## src/design/hdr_color_scale_and_gamma_core_assert.svh

```systemverilog
// assertion macros shared by the pixel pipeline modules
// both expect i_clk and i_rst_n in the scope where they are used
`ifndef HDR_COLOR_SCALE_AND_GAMMA_CORE_ASSERT_SVH
`define HDR_COLOR_SCALE_AND_GAMMA_CORE_ASSERT_SVH

// same-cycle implication
`define HCSG_ASSERT_NOW(lbl, ante, cons, msg) \
    lbl: assert property (@(posedge i_clk) disable iff (!i_rst_n) (ante) |-> (cons)) \
        else $error(msg);

// next-cycle implication
`define HCSG_ASSERT_NEXT(lbl, ante, cons, msg) \
    lbl: assert property (@(posedge i_clk) disable iff (!i_rst_n) (ante) |=> (cons)) \
        else $error(msg);

`endif

```

## src/design/hcsg_pkg.sv

```systemverilog
package hcsg_pkg;

    // fixed output format
    localparam int OUT_W   = 16;
    localparam int NUM_CH  = 3;
    localparam int ONE_Q16 = 65536;
    localparam int MAX_V   = 65535;

    localparam int CH_RED   = 0;
    localparam int CH_GREEN = 1;
    localparam int CH_BLUE  = 2;

    // parameter defaults
    localparam int DEF_INT_BITS         = 8;
    localparam int DEF_GAMMA_TABLE_BITS = 10;

    // pipeline stage map
    localparam int DIV_STEPS = OUT_W;
    localparam int ST_IN     = 0;
    localparam int ST_MUL    = 1;
    localparam int ST_DIV0   = 2;
    localparam int ST_SEL    = ST_DIV0 + DIV_STEPS;
    localparam int ST_OUT    = ST_SEL + 1;
    localparam int N_STAGES  = ST_OUT + 1;

endpackage

```

## src/design/hcsg_max.sv

```systemverilog
module hcsg_max #(
    parameter int INT_BITS = hcsg_pkg::DEF_INT_BITS
) (
    input  logic                 i_clk,
    input  logic                 i_en,
    input  logic [INT_BITS+15:0] i_red,
    input  logic [INT_BITS+15:0] i_green,
    input  logic [INT_BITS+15:0] i_blue,
    output logic [INT_BITS+15:0] o_chan [hcsg_pkg::NUM_CH],
    output logic [INT_BITS+15:0] o_max,
    output logic                 o_scale
);
    import hcsg_pkg::*;

    localparam int IN_W = 16 + INT_BITS;
    localparam logic [IN_W-1:0] ONE_W = IN_W'(ONE_Q16);

    logic [IN_W-1:0] w_max_rg;
    logic [IN_W-1:0] w_max;

    // largest channel across all three lanes
    assign w_max_rg = (i_red > i_green) ? i_red : i_green;
    assign w_max    = (w_max_rg > i_blue) ? w_max_rg : i_blue;

    always_ff @(posedge i_clk) begin
        if (i_en) begin
            o_chan[CH_RED]   <= i_red;
            o_chan[CH_GREEN] <= i_green;
            o_chan[CH_BLUE]  <= i_blue;
            o_max            <= w_max;
            o_scale          <= (w_max > ONE_W);
        end
    end

endmodule

```

## config.mk

```make
export PLATFORM = sky130hd
export DESIGN_NAME = hcsg_max
export DESIGN_NICKNAME = d
export VERILOG_FILES = /design/src/design/hdr_color_scale_and_gamma_core_assert.svh /design/src/design/hcsg_pkg.sv /design/src/design/hcsg_max.sv
export SDC_FILE = /design/constraint.sdc
export NUM_CORES = 1
export LEC_CHECK = 0
export BUFFER_PORTS_ARGS = -buffer_cell sky130_fd_sc_hd__buf_2
export CORE_ASPECT_RATIO = 2
export CORE_MARGIN = 4
export CORE_UTILIZATION = 50
export CTS_CLUSTER_SIZE = 20
export DETAILED_ROUTE_END_ITERATION = 8
export PLACE_DENSITY = 0.8
export SKIP_CTS_REPAIR_TIMING = 1
export SYNTH_ARGS = -nofsm -noshare
export SYNTH_HDL_FRONTEND = slang
export SYNTH_SLANG_ARGS = --single-unit
export TNS_END_PERCENT = 1
```

## constraint.sdc

```tcl
create_clock -name i_clk -period 13.9 [get_ports i_clk]
set_input_delay 1.39 -clock i_clk [delete_from_list [all_inputs] [get_ports i_clk]]
set_output_delay 1.39 -clock i_clk [all_outputs]
set_load 0.03 [all_outputs]
```

==> results.sh <==
export IMPL_tritoncts="built"
export IMPL_clockBufferDepth=2
export IMPL_multi_input_area_mm2=0.00163
export IMPL_p_seq_frac=0.457
export IMPL_gp_congestion=0.886
export IMPL_dr_pass1_iters=4
export IMPL_hpwl_um=9640
export IMPL_wl_per_cell_um=18.0
export IMPL_worstSetupEndpointType="flop"
export IMPL_path_class="in2reg"
export IMPL_yosysSeqAreaShare=0.610
export IMPL_nFillCells=694
export IMPL_drt_initial_drc_count=248
export IMPL_tightest_slew_ns=1.27
export IMPL_drc=0
export IMPL_intPower_w=0.000541
export IMPL_instances_no_fill=668
export IMPL_via_per_inst=5.58
export IMPL_clock_sinks=97
export IMPL_dp_slack_ns=7.48
export IMPL_synth_cell_types=30
export IMPL_die_w_um=77.1
export IMPL_yosys_warnings=0
export IMPL_area_delta_synth_final_pct=26.0
export IMPL_maxSlewViolCount=0
export IMPL_total_power_w=0.000795
export IMPL_track_usage=0.217
export IMPL_cts_buffers=9
export IMPL_vias=3729
export IMPL_setup_tns_ns=0
export IMPL_irDropWorstVdd_mv=0.0730
export IMPL_p_sw_frac=0.319
export IMPL_grt_start_max_net_pins=65
export IMPL_synth_seq_cells=97
export IMPL_final_seq_area_mm2=0.00291
export IMPL_hold_class="in2reg"
export IMPL_finalNetCount=681
export IMPL_period_share=0.441
export IMPL_worst_path_max_fanout=35
export IMPL_synthFlopType="edfxtp_1"
export IMPL_cap_violations=0
export IMPL_syn_inst=384
export IMPL_power_density_mw_per_mm2=132
export IMPL_relSlewSlack=0.151
export IMPL_switchingPower_w=0.000253
export IMPL_overflow=0
export IMPL_ios=171
export IMPL_insertedDiodeCount=0
export IMPL_die_h_um=146
export IMPL_finalHoldViolCount=0
export IMPL_required_ns=13.99
export IMPL_crit_arrival_ns=6.22
export IMPL_cts_root_buf="clkbuf_16"
export IMPL_synth_edf_count=97
export IMPL_die_area_mm2=0.0113
export IMPL_antenna_left=0
export IMPL_rows=50
export IMPL_layout_setup_ws_ns=7.77
export IMPL_rsz0062_at_grt="false"
export IMPL_outcome="finished, final reports clean"
export IMPL_cp_start_kind="primary input"
export IMPL_pwr_share_comb=0.250
export IMPL_setup_violations=0
export IMPL_wl_um=12000
export IMPL_synth_async_sr_flop_share=0
export IMPL_pwr_share_clk=0.293
export IMPL_antenna_found_initial=0
export IMPL_place_inst=652
export IMPL_ctsHtreeMaxLevel=3
export IMPL_hold_ws_ns=1.23
export IMPL_synth_fp_nets=506
export IMPL_port_buffers=170
export IMPL_drive_above_1_share=0.358
export IMPL_syn_area_per_cell_um2=12.4
export IMPL_coreArea_mm2=0.00932
export IMPL_period_minus_slack_ns=6.13
export IMPL_clk_pin_slew_ns=0.07
export IMPL_grt_pass1_wl_um=18700
export IMPL_first_global_vias=3930
export IMPL_initial_core_util=0.512
export IMPL_p_leak_nw=2.74
export IMPL_fmax_ghz=0.163
export IMPL_synth_area_mm2=0.00478
-- cell type report --
cell class	instances	share of cell area
clock buffer	9	0.0374
inverter	53	0.0331
timing repair buffer	172	0.144
tap	104	0.0216
multi-input combinational	226	0.271
clock inverter	7	0.00873
sequential	97	0.484
-- sequential cells by signal, indices dropped and copies added, names as in the netlist --
register,flops
o_max,24
o_chan,72
o_scale,1
-- synth_stat cells (4+ instances only) --
cell type  count  share of area
mux2_2        10          0.024
nor2_1        21          0.017
edfxtp_1      97           0.61
a21oi_1       37          0.039
ha_1          48           0.13
nand4_1       16          0.021
mux2i_1        5          0.010
o211ai_1       4         0.0063
clkbuf_1       6         0.0047
o21ai_0       27          0.028
nand2_1       29          0.023
nor4_1         9          0.012
inv_1         53          0.042
-- layout by cell type, fill, tap and decap left out, types with 3 or more instances in the layout --
master / instances
mux2_2: 10
o21ai_0: 27
nand4_1: 16
inv_1: 53
ha_1: 48
clkbuf_16: 9
mux2i_1: 5
nor4_1: 9
nand2_1: 29
o211ai_1: 4
a21oi_1: 37
buf_2: 169
buf_4: 3
edfxtp_1: 97
nor2_1: 21
-- per-stage QoR --
step / cell area, um2 / util
5_1_grt: 6020 / 0.646
4_1_cts: 6020 / 0.646
3_3_place_gp: 5740 / 0.616
3_5_place_dp: 5740 / 0.616
2_1_floorplan: 4780 / -
6_report: 6020 / 0.646
-- cell families (layout without fill, tap and decap cells) --
logic type	after synthesis	in the layout	share of synthesized area
buffers and inverters	61	241	0.0498
flip-flops	97	97	0.610
AND/OR/NAND/NOR	85	85	0.0875
multiplexers	17	17	0.0403
AO/OA/AOI/OAI	76	76	0.0870
adder cells (fa/ha/maj)	48	48	0.126
-- final timing paths --
path | start | end | cells past startpoint
max | i_green[23] | o_scale | 18
min | i_blue[14] | o_chan[14] | 1
-- worst max-delay path: stages --
cell and delay [ns]:
buf_2 0.11, inv_1 0.04, ha_1 0.30, nand4_1 0.18
nor3_1 0.28, nand2_1 0.09, o211ai_1 0.12, o21a_1 1.02
o21ai_0 0.34, ha_1 0.40, nor2b_1 0.15, o211ai_1 0.15
a21oi_1 0.09, o31a_1 0.30, o21ai_2 0.43, mux2_2 0.42
nor4_2 0.26, nand4b_1 0.12
-- power by group through the flow --
stage / clock network, W / logic (W) / registers (W)
final: 0.000232 / 0.000199 / 0.000363
after global placement: 0 / 0.000192 / 0.000370
after CTS: 0.000235 / 0.000199 / 0.000364
after detailed placement: 0 / 0.000197 / 0.000370
after floorplan: 0 / 0.0000685 / 0.000431
after global routing: 0.000249 / 0.000214 / 0.000366
-- per-layer routing --
metal  GRT usage  part of all wire  routed length [um]  vias up
li1            -                 -                   -     1773
met1       0.202              0.33                3990     1738
met2       0.412              0.55                6630      181
met3      0.0488             0.069                 830       37
met4       0.136             0.046                 548        0
met5           0                 0                   0        -
Power figures use the tool's default switching activity.
